[config.mk]
export PLATFORM = sky130hd
export DESIGN_NAME = consensus_log_window
export DESIGN_NICKNAME = d
export VERILOG_FILES = /design/src/hdl/clw_pkg.sv /design/src/hdl/consensus_log_window.sv /design/src/hdl/clw_ctrl.sv /design/src/hdl/clw_dp.sv
export SDC_FILE = /design/constraint.sdc
export NUM_CORES = 2
export LEC_CHECK = 0
export CAP_MARGIN = 0
export CORE_ASPECT_RATIO = 2
export CORE_MARGIN = 10
export CORE_UTILIZATION = 40
export CTS_BUF_LIST = sky130_fd_sc_hd__clkbuf_2
export CTS_CLUSTER_DIAMETER = 40
export DETAILED_ROUTE_END_ITERATION = 8
export DONT_BUFFER_PORTS = 1
export GPL_TIMING_DRIVEN = 1
export HOLD_SLACK_MARGIN = 0.12
export PLACE_DENSITY = 0.59
export SYNTH_ARGS = -nofsm -noshare
export SYNTH_HDL_FRONTEND = slang
export SYNTH_HIERARCHICAL = 1
export SYNTH_SLANG_ARGS = --single-unit
[constraint.sdc]
create_clock -name clk_i -period 9.6 [get_ports clk_i]
set_clock_uncertainty 0.1 [all_clocks]
set_input_delay 1.92 -clock clk_i [delete_from_list [all_inputs] [get_ports clk_i]]
set_output_delay 1.92 -clock clk_i [all_outputs]
set_load 0.03 [all_outputs]
[src/hdl/clw_pkg.sv]
package clw_pkg;

  localparam int unsigned WindowDefault = 16;
  localparam int unsigned NodesDefault  = 8;
  localparam int unsigned MaxOut        = 16;
  localparam logic [3:0]  NumNodesReset = 4'd3;

  typedef enum logic [1:0] {
    OP_INSERT = 2'd0,
    OP_VOTE   = 2'd1,
    OP_FIND   = 2'd2,
    OP_NONE   = 2'd3
  } op_e;

  typedef enum logic [2:0] {
    ST_IDLE,
    ST_EXEC,
    ST_FIND,
    ST_CHECK,
    ST_EMIT
  } state_e;

  // controller to datapath
  typedef struct packed {
    logic load;      // capture input word
    logic exec;      // apply insert or vote
    logic find_init; // clamp free pointer
    logic find_step; // advance free pointer
    logic scan_step; // count one more confirmable slot
    logic confirm;   // free head entry, advance start, load confirmed word
    logic emit_last; // load output register (final, no confirmation)
  } cmd_t;

  // datapath to controller
  typedef struct packed {
    logic       is_find;
    logic       find_more;
    logic       scan_more;
    logic       conf_left;
    logic       conf_last;
  } stat_t;

endpackage

[src/hdl/consensus_log_window.sv]
// Windowed consensus log.
// Input channel: in_valid_i / in_stall_o with one port per field; a word is
// taken at a rising edge with valid high and stall low. Output channel:
// out_valid_o / out_stall_i; each result word is held stable while stalled.
// num_nodes is written through cfg_we_i / cfg_wdata_i; the user must write
// it only while the block is idle, as the block itself does not enforce it.
// Each input gives one result word, or one per confirmed slot (at most 16).
// Insert, vote or unknown op steps through exec, check and emit; find empty
// adds a find state that walks the filled slots. Confirmable slots are
// counted first, so every word carries the final window start; each later
// word waits, as the single output register must empty before the next word
// is loaded. Stall stays high from the input edge until the last word of
// that input is in the output register, so no new input is taken before that.
// Reset clears all filled marks and pointers and sets num_nodes to 3.
// A stalled receiver holds the output word and stops further words.
module consensus_log_window #(
  parameter int unsigned WINDOW = clw_pkg::WindowDefault,
  parameter int unsigned NODES  = clw_pkg::NodesDefault
) (
  input  logic        clk_i,
  input  logic        rst_ni,
  input  logic        cfg_we_i,
  input  logic [3:0]  cfg_wdata_i,
  input  logic        in_valid_i,
  output logic        in_stall_o,
  input  logic [1:0]  operation_i,
  input  logic [31:0] slot_number_i,
  input  logic [31:0] entry_value_i,
  input  logic [7:0]  vote_mask_i,
  input  logic [31:0] ballot_number_i,
  input  logic [2:0]  voter_id_i,
  output logic        out_valid_o,
  input  logic        out_stall_i,
  output logic        accepted_o,
  output logic [31:0] found_slot_o,
  output logic [31:0] window_start_o,
  output logic [31:0] highest_slot_o,
  output logic        confirmed_valid_o,
  output logic [31:0] confirmed_slot_o,
  output logic [31:0] confirmed_value_o,
  output logic        last_result_o
);
  import clw_pkg::*;

  logic [3:0] num_nodes_q;
  cmd_t       cmd;
  stat_t      stat;
  logic       busy;

  always_ff @(posedge clk_i or negedge rst_ni) begin
    if (!rst_ni) num_nodes_q <= NumNodesReset;
    else if (cfg_we_i) num_nodes_q <= cfg_wdata_i;
  end

  clw_ctrl u_ctrl (
    .clk_i, .rst_ni, .in_valid_i, .in_stall_o,
    .out_busy_i(busy), .stat_i(stat), .cmd_o(cmd)
  );

  clw_dp #(.WINDOW(WINDOW), .NODES(NODES)) u_dp (
    .clk_i, .rst_ni, .cmd_i(cmd), .stat_o(stat), .num_nodes_i(num_nodes_q),
    .operation_i, .slot_number_i, .entry_value_i, .vote_mask_i,
    .ballot_number_i, .voter_id_i, .out_busy_o(busy), .out_valid_o, .out_stall_i,
    .accepted_o, .found_slot_o, .window_start_o, .highest_slot_o,
    .confirmed_valid_o, .confirmed_slot_o, .confirmed_value_o, .last_result_o
  );

endmodule

[src/hdl/clw_ctrl.sv]
module clw_ctrl (
  input  logic            clk_i,
  input  logic            rst_ni,
  input  logic            in_valid_i,
  output logic            in_stall_o,
  input  logic            out_busy_i,
  input  clw_pkg::stat_t  stat_i,
  output clw_pkg::cmd_t   cmd_o
);
  import clw_pkg::*;

  state_e state_q, state_d;

  always_ff @(posedge clk_i or negedge rst_ni) begin
    if (!rst_ni) begin
      state_q <= ST_IDLE;
    end else begin
      state_q <= state_d;
    end
  end

  always_comb begin
    state_d    = state_q;
    cmd_o      = '0;
    in_stall_o = 1'b1;
    unique case (state_q)
      ST_IDLE: begin
        in_stall_o = 1'b0;
        if (in_valid_i) begin
          cmd_o.load = 1'b1;
          state_d    = ST_EXEC;
        end
      end
      ST_EXEC: begin
        if (stat_i.is_find) begin
          cmd_o.find_init = 1'b1;
          state_d         = ST_FIND;
        end else begin
          cmd_o.exec = 1'b1;
          state_d    = ST_CHECK;
        end
      end
      ST_FIND: begin
        if (stat_i.find_more) cmd_o.find_step = 1'b1;
        else state_d = ST_CHECK;
      end
      ST_CHECK: begin
        // count the run of confirmable slots before any word leaves
        if (stat_i.scan_more) cmd_o.scan_step = 1'b1;
        else state_d = ST_EMIT;
      end
      ST_EMIT: begin
        // hold until the previous word has left the output register
        if (!out_busy_i) begin
          if (stat_i.conf_left) begin
            cmd_o.confirm = 1'b1;
            if (stat_i.conf_last) state_d = ST_IDLE;
          end else begin
            cmd_o.emit_last = 1'b1;
            state_d         = ST_IDLE;
          end
        end
      end
      default: state_d = ST_IDLE;
    endcase
  end

endmodule

[src/hdl/clw_dp.sv]
module clw_dp #(
  parameter int unsigned WINDOW = clw_pkg::WindowDefault,
  parameter int unsigned NODES  = clw_pkg::NodesDefault
) (
  input  logic           clk_i,
  input  logic           rst_ni,
  input  clw_pkg::cmd_t  cmd_i,
  output clw_pkg::stat_t stat_o,
  input  logic [3:0]     num_nodes_i,
  input  logic [1:0]     operation_i,
  input  logic [31:0]    slot_number_i,
  input  logic [31:0]    entry_value_i,
  input  logic [7:0]     vote_mask_i,
  input  logic [31:0]    ballot_number_i,
  input  logic [2:0]     voter_id_i,
  output logic           out_busy_o,
  output logic           out_valid_o,
  input  logic           out_stall_i,
  output logic           accepted_o,
  output logic [31:0]    found_slot_o,
  output logic [31:0]    window_start_o,
  output logic [31:0]    highest_slot_o,
  output logic           confirmed_valid_o,
  output logic [31:0]    confirmed_slot_o,
  output logic [31:0]    confirmed_value_o,
  output logic           last_result_o
);
  import clw_pkg::*;

  localparam int unsigned IdxW = (WINDOW > 1) ? $clog2(WINDOW) : 1;
  localparam int unsigned SumW = IdxW + 1;
  localparam int unsigned StW  = $clog2(WINDOW + 1);
  localparam int unsigned PcW  = 4;
  localparam int unsigned ScanMax = (MaxOut < WINDOW) ? MaxOut : WINDOW;
  localparam logic [7:0]  NodeMask = (NODES >= 8) ? 8'hFF : 8'((1 << NODES) - 1);

  logic [31:0] value_mem  [WINDOW];
  logic [31:0] ballot_mem [WINDOW];
  logic [7:0]  voter_mem  [WINDOW];
  logic [WINDOW-1:0] filled_q;

  logic [1:0]  op_q;
  logic [31:0] slot_q, val_q, ballot_q;
  logic [7:0]  mask_q;
  logic [2:0]  voter_q;
  logic [31:0] start_q, end_q, free_q, scan_q;
  logic [IdxW-1:0] start_idx_q, scan_idx_q;
  logic [StW-1:0] steps_q;
  logic        acc_q;
  logic [31:0] found_q;
  logic        ovalid_q;

  // ring entry of a slot given its offset from the window start
  function automatic logic [IdxW-1:0] idx_add(input logic [IdxW-1:0] base,
                                              input logic [IdxW:0] off);
    logic [SumW-1:0] sum;
    sum = {1'b0, base} + off;
    if (sum >= SumW'(WINDOW)) sum = sum - SumW'(WINDOW);
    return sum[IdxW-1:0];
  endfunction

  function automatic logic [IdxW-1:0] idx_inc(input logic [IdxW-1:0] i);
    return (i == IdxW'(WINDOW - 1)) ? '0 : i + 1'b1;
  endfunction

  logic [IdxW-1:0] idx, hidx, fidx, sidx;
  logic            inwin, fill_i, merge, ins_ok, vote_ok;
  logic [31:0]     sdiff, fdiff, sdepth;
  logic [PcW-1:0]  pc;

  always_comb begin
    sdiff   = slot_q - start_q;
    fdiff   = free_q - start_q;
    sdepth  = scan_q - start_q;
    idx     = idx_add(start_idx_q, sdiff[IdxW:0]);
    hidx    = start_idx_q;
    fidx    = idx_add(start_idx_q, fdiff[IdxW:0]);
    sidx    = scan_idx_q;
    inwin   = sdiff < 32'(WINDOW);
    fill_i  = filled_q[idx];
    ins_ok  = inwin && !(fill_i && ballot_q < ballot_mem[idx]);
    merge   = fill_i && value_mem[idx] == val_q && ballot_mem[idx] == ballot_q;
    vote_ok = inwin && fill_i && (32'(voter_q) < 32'(NODES));
    pc      = '0;
    for (int b = 0; b < 8; b++) pc = pc + PcW'(voter_mem[sidx][b]);
    stat_o.is_find    = op_q == OP_FIND;
    stat_o.find_more  = (steps_q < StW'(WINDOW)) && (fdiff < 32'(WINDOW)) && filled_q[fidx];
    stat_o.scan_more  = filled_q[sidx] && ({pc, 1'b0} > {1'b0, num_nodes_i}) &&
                        (sdepth < 32'(ScanMax));
    stat_o.conf_left  = sdepth != 32'd0;
    stat_o.conf_last  = sdepth == 32'd1;
  end

  always_ff @(posedge clk_i) begin
    if (cmd_i.load) begin
      op_q     <= operation_i;
      slot_q   <= slot_number_i;
      val_q    <= entry_value_i;
      mask_q   <= vote_mask_i & NodeMask;
      ballot_q <= ballot_number_i;
      voter_q  <= voter_id_i;
    end
    if (cmd_i.exec && op_q == OP_INSERT && ins_ok) begin
      if (merge) voter_mem[idx] <= voter_mem[idx] | mask_q;
      else begin
        value_mem[idx]  <= val_q;
        ballot_mem[idx] <= ballot_q;
        voter_mem[idx]  <= mask_q;
      end
    end
    if (cmd_i.exec && op_q == OP_VOTE && vote_ok)
      voter_mem[idx] <= voter_mem[idx] | (8'd1 << voter_q);
  end

  always_ff @(posedge clk_i or negedge rst_ni) begin
    if (!rst_ni) begin
      filled_q <= '0;
      start_q  <= '0;
      end_q    <= '0;
      free_q   <= '0;
      scan_q   <= '0;
      start_idx_q <= '0;
      scan_idx_q  <= '0;
      steps_q  <= '0;
      acc_q    <= 1'b0;
      found_q  <= '0;
      ovalid_q <= 1'b0;
      confirmed_valid_o <= 1'b0;
      confirmed_slot_o  <= '0;
      confirmed_value_o <= '0;
      last_result_o     <= 1'b0;
      accepted_o        <= 1'b0;
      found_slot_o      <= '0;
      window_start_o    <= '0;
      highest_slot_o    <= '0;
    end else begin
      if (ovalid_q && !out_stall_i) ovalid_q <= 1'b0;
      if (cmd_i.load) begin
        acc_q   <= 1'b0;
        found_q <= '0;
      end
      if (cmd_i.exec && op_q == OP_INSERT && ins_ok) begin
        filled_q[idx] <= 1'b1;
        acc_q         <= 1'b1;
        if (slot_q > end_q) end_q <= slot_q;
      end
      if (cmd_i.find_init) begin
        steps_q <= '0;
        acc_q   <= 1'b1;
        if (free_q < start_q) begin
          free_q  <= start_q;
          found_q <= start_q;
        end else found_q <= free_q;
      end
      if (cmd_i.find_step) begin
        free_q  <= free_q + 32'd1;
        found_q <= free_q + 32'd1;
        steps_q <= steps_q + 1'b1;
      end
      if (cmd_i.scan_step) begin
        scan_q     <= scan_q + 32'd1;
        scan_idx_q <= idx_inc(scan_idx_q);
      end
      if (cmd_i.confirm) begin
        filled_q[hidx] <= 1'b0;
        start_q        <= start_q + 32'd1;
        start_idx_q    <= idx_inc(start_idx_q);
      end
      if (cmd_i.confirm || cmd_i.emit_last) begin
        ovalid_q          <= 1'b1;
        accepted_o        <= acc_q;
        found_slot_o      <= found_q;
        // scan pointer already sits past every slot this input confirms
        window_start_o    <= scan_q;
        highest_slot_o    <= end_q;
        confirmed_valid_o <= cmd_i.confirm;
        confirmed_slot_o  <= cmd_i.confirm ? start_q : '0;
        confirmed_value_o <= cmd_i.confirm ? value_mem[hidx] : '0;
        last_result_o     <= cmd_i.emit_last || stat_o.conf_last;
      end
    end
  end

  assign out_valid_o = ovalid_q;
  assign out_busy_o  = ovalid_q;

endmodule
==> impl_results.md <==
* Run status: completed
* # setup viols final at 0
* Root Buffer: clkbuf_2
* Final Non-Filler Cells at 8116
* Commonest register cell after synthesis: edfxtp_1
* Final net count at 5610
* Comb pwr share at 16.8%
* FP Rows at 226
* Gr usage total at 21.3%
* Post-synth ARST share at 22.3%
* Crit path max fanout at 58
* Final HPWL DP at 150000 um
* Worst Hold Class: in -> async
* Die W at 329 um
* Fin. Hold Viols at 0
* Kind of critical path: reg -> reg
* Clk pin slew, worst setup/hold paths at 0.13 ns
* Flop pwr share at 54.0%
* Core area at 189000 um2
* CTS tree: built
* CTS buffer count at 368
* CP Capture Type: flip-flop
* Post-synthesis cell area at 76200 um2
* Io pins at 283
* Clock power share at 29.2%
* Number of synthesized register bits at 1622
* Port Buf Inserts at 0
* CP Launch Type: flip-flop
* Sw frac at 31.2%
* Worst EP required at 10.72 ns
* Post-synth EDFFs at 1261
* Placed Cells at 7400
* Drt pass-1 iters at 6
* Cell Chain, Critical Path: ha_1 > inv_1 > fa_1 > xor2_1 > ha_1 > a21oi_1 > xnor3_4 > nor2_1 > nand2_1 > o22ai_1 > nor2_1 > o21ai_0 > ha_1 > nand4_1 > nor2_1 > inv_1 > nor4_1 > nand4_1 > nor4_1 > nand4_1 > nand3_2 > buf_12 > nor2_4 > buf_12
* Synthesized Nets at 5333
* Final setup margin at 1.09 ns
* Setup TNS at 0 ns
* Slew HR at 20.3%
* DR vias at 47600
* Post-route cell area at 83900 um2
* Leak at 30.5 nW
* Setup bufs post-CTS at 0
* CTS sink count at 1622
* Worst path arrival time at 9.63 ns
* Power per cell area at 186 nW/um2
* Full die area at 209000 um2
* Htree depth at 5
* Peak supply drop at 0.137 mV
* Synth cell types at 93
* Final GP Congestion at 0.924
* Place WS at 1.15 ns
* Post-synthesis cell count at 5027
* Final critical-path share of the clock period at 88.7%
* Worst Tran Pin Value at 1.18 ns
* Fillers at 17100
* Max incr delay on CP at 0.82 ns
* Vias in the first global route at 49800
* Initial Util at 40.2%
* Total grt overflow at 0
* Largest net degree at the start of global routing at 362
* Min Tclk post-route at 8.51 ns
* RSZ-0062 raised after global routing: no
* DRT iter0 DRCs at 4068
* Placed Area at 79900 um2
* Wirelength, routed at 229000 um
* Share of cells above drive strength 1 at 24.5%
* Slowest-stage cell, CP: xnor3_4
* Max-cap violation count at 0
* Post-synthesis sequential area ratio at 61.5%
* Seq. cell area at 46900 um2
* Synthesized area per cell at 15.2 um2
* Clock insertion delay at the later pin of the skew report at 1.66 ns
* Max-slew violation count at 0
* Die Ht at 637 um
* CTS resizes at 0
* Internal Power at 0.0107 W
* Antenna viol nets, final at 0
* DRC Markers at 0
* Layout area overhead at 10.0%
* Per-cell routed wire length at 28.2 um
* Via density at 5.87
* Initial antenna violation count at 22
* Multi-input gate area at 28000 um2
* Psw at 0.00487 W
* First-pass GRT wire length at 334000 um
* YS warnings at 6
* Longest Clk Path Bufs at 4
* Max Fclk at 118 MHz
* CP bufs+invs at 4
* CP top delay family: simple AND/OR/NAND/NOR gates
## synth_stat cells (27+ instances only)
cell | n | area (um2)
a31oi_1 | 67 | 419
a211oi_1 | 32 | 240
mux2_2 | 84 | 946
o211ai_1 | 37 | 278
and3_1 | 41 | 257
xnor2_1 | 103 | 902
a21o_1 | 57 | 428
a21oi_1 | 167 | 836
edfxtp_1 | 1261 | 37900
nand2_1 | 527 | 1980
buf_1 | 69 | 259
dfrtp_1 | 359 | 8980
mux4_2 | 481 | 10800
nor2_1 | 174 | 653
xor2_1 | 39 | 342
mux2i_1 | 112 | 1120
ha_1 | 179 | 2240
nand3_1 | 112 | 561
inv_1 | 134 | 503
nor3_1 | 54 | 270
nand2b_1 | 27 | 169
o21ai_0 | 210 | 1050
mux2_4 | 30 | 450
nand4_1 | 60 | 375
clkbuf_1 | 185 | 694
a22o_1 | 35 | 307
## final cells by class
type	instances	area share [%]
antenna	17	0.0507
clock buffer	521	3.11
clock inverter	136	0.986
multi-input combinational	3004	33.4
inverter	134	0.600
timing repair buffer	174	2.13
tap	2508	3.74
sequential	1622	55.9
## power by group through the flow
stage	combinational [W]	sequential, W	clock [W]
6_report	0.00263	0.00842	0.00455
5_1_grt	0.00285	0.00846	0.00506
4_1_cts	0.00266	0.00843	0.00474
3_5_place_dp	0.00261	0.00859	0
3_3_place_gp	0.00259	0.00857	0
2_1_floorplan	0.00174	0.00846	0
## registers in the layout, indices dropped and copies added, names as in the netlist, 3 cells and up
signal,flops
u_dp/free_q,32
u_dp/ballot_q,32
u_dp/voter_q,3
u_dp/scan_q,32
u_dp/found_q,32
u_dp/mask_q,8
u_dp/ballot_mem,512
u_dp/voter_mem,128
u_dp/window_start_o,32
u_dp/val_q,32
num_nodes_q,4
u_dp/confirmed_slot_o,32
u_ctrl/state_q,3
u_dp/value_mem,512
u_dp/hidx,4
u_dp/confirmed_value_o,32
u_dp/filled_q,16
u_dp/highest_slot_o,32
u_dp/slot_q,32
u_dp/start_q,32
u_dp/scan_idx_q,4
u_dp/steps_q,5
u_dp/end_q,32
u_dp/found_slot_o,32
## what timing repair did
item	in CTS	in global routing
hold buffers	40	0
endpoints found under the setup margin	0	0
endpoints found under the hold margin	400	0
## worst register-to-register path: stages (launching register included)
cell     delay (ns)
dfrtp_1        0.60
ha_1           0.25
inv_1          0.06
fa_1           0.43
xor2_1         0.18
ha_1           0.41
a21oi_1        0.38
xnor3_4        0.82
nor2_1         0.59
nand2_1        0.32
o22ai_1        0.21
nor2_1         0.06
o21ai_0        0.23
ha_1           0.23
nand4_1        0.09
nor2_1         0.20
inv_1          0.07
nor4_1         0.27
nand4_1        0.47
nor4_1         0.45
nand4_1        0.48
nand3_2        0.53
buf_12         0.24
nor2_4         0.16
buf_12         0.28
## layer usage
| layer | global-route usage [%] | wire length, um |
|---|---|---|
| met5 | 0 | 57 |
| met4 | 10.5 | 11800 |
| met3 | 4.00 | 14200 |
| met2 | 39.1 | 123000 |
| met1 | 23.3 | 79800 |
## cells in the final DEF, fill, tap and decap left out, types with 39 or more instances in the layout
master         Yosys  layout
a21o_1            57      57
a21oi_1          167     167
a31oi_1           67      67
and3_1            41      41
buf_4              2     106
clkbuf_2           0     521
clkinv_1           0      92
dfrtp_1          359     354
dlygate4sd3_1      0      39
edfxtp_1        1261    1261
ha_1             179     178
inv_1            134     134
mux2_2            84      84
mux2i_1          112     112
mux4_2           481     481
nand2_1          527     527
nand3_1          112     111
nand4_1           60      60
nor2_1           174     155
nor3_1            54      52
o21ai_0          210     210
xnor2_1          103     101
## per-stage QoR
step                      hold WS [ns]  utilization, %  power (W)
final                            0.203            44.3     0.0156
after global routing             0.118            44.2     0.0164
after CTS                        0.139            44.2     0.0158
after detailed placement         0.360            42.2     0.0112
after global placement           0.362            42.2     0.0112
after floorplan                  0.335               -     0.0102
## path summary, 6_finish.rpt
path	startpoint	endpoint	slack, ns	cells past startpoint
worst min-delay path	rst_ni	u_dp/start_q[14]	0.20	1
worst min register to register	u_dp/found_q[10]	u_dp/found_q[10]	0.37	2
min in group clk_i	entry_value_i[31]	u_dp/val_q[31]	0.31	0
worst max-delay path	u_dp/start_q[0]	u_dp/value_mem[8][30]	1.09	24
max in group asynchronous	rst_ni	u_dp/end_q[23]	7.89	2
worst max register to register	u_dp/start_q[0]	u_dp/value_mem[8][30]	1.09	24
## cells by family (layout without fill, tap and decap cells)
kind of cell	count (synthesis)	after routing	share of synthesized area (%)
flip-flops	1622	1622	61.5
AND/OR/NAND/NOR	1146	1146	7.04
AO/OA/AOI/OAI	819	819	7.03
multiplexers	707	707	17.5
buffers and inverters	401	965	2.03
adder cells (fa/ha/maj)	188	188	3.17
XOR/XNOR	144	144	1.69
other	0	17	0
No activity file was read; power rests on OpenSTA's default activity.
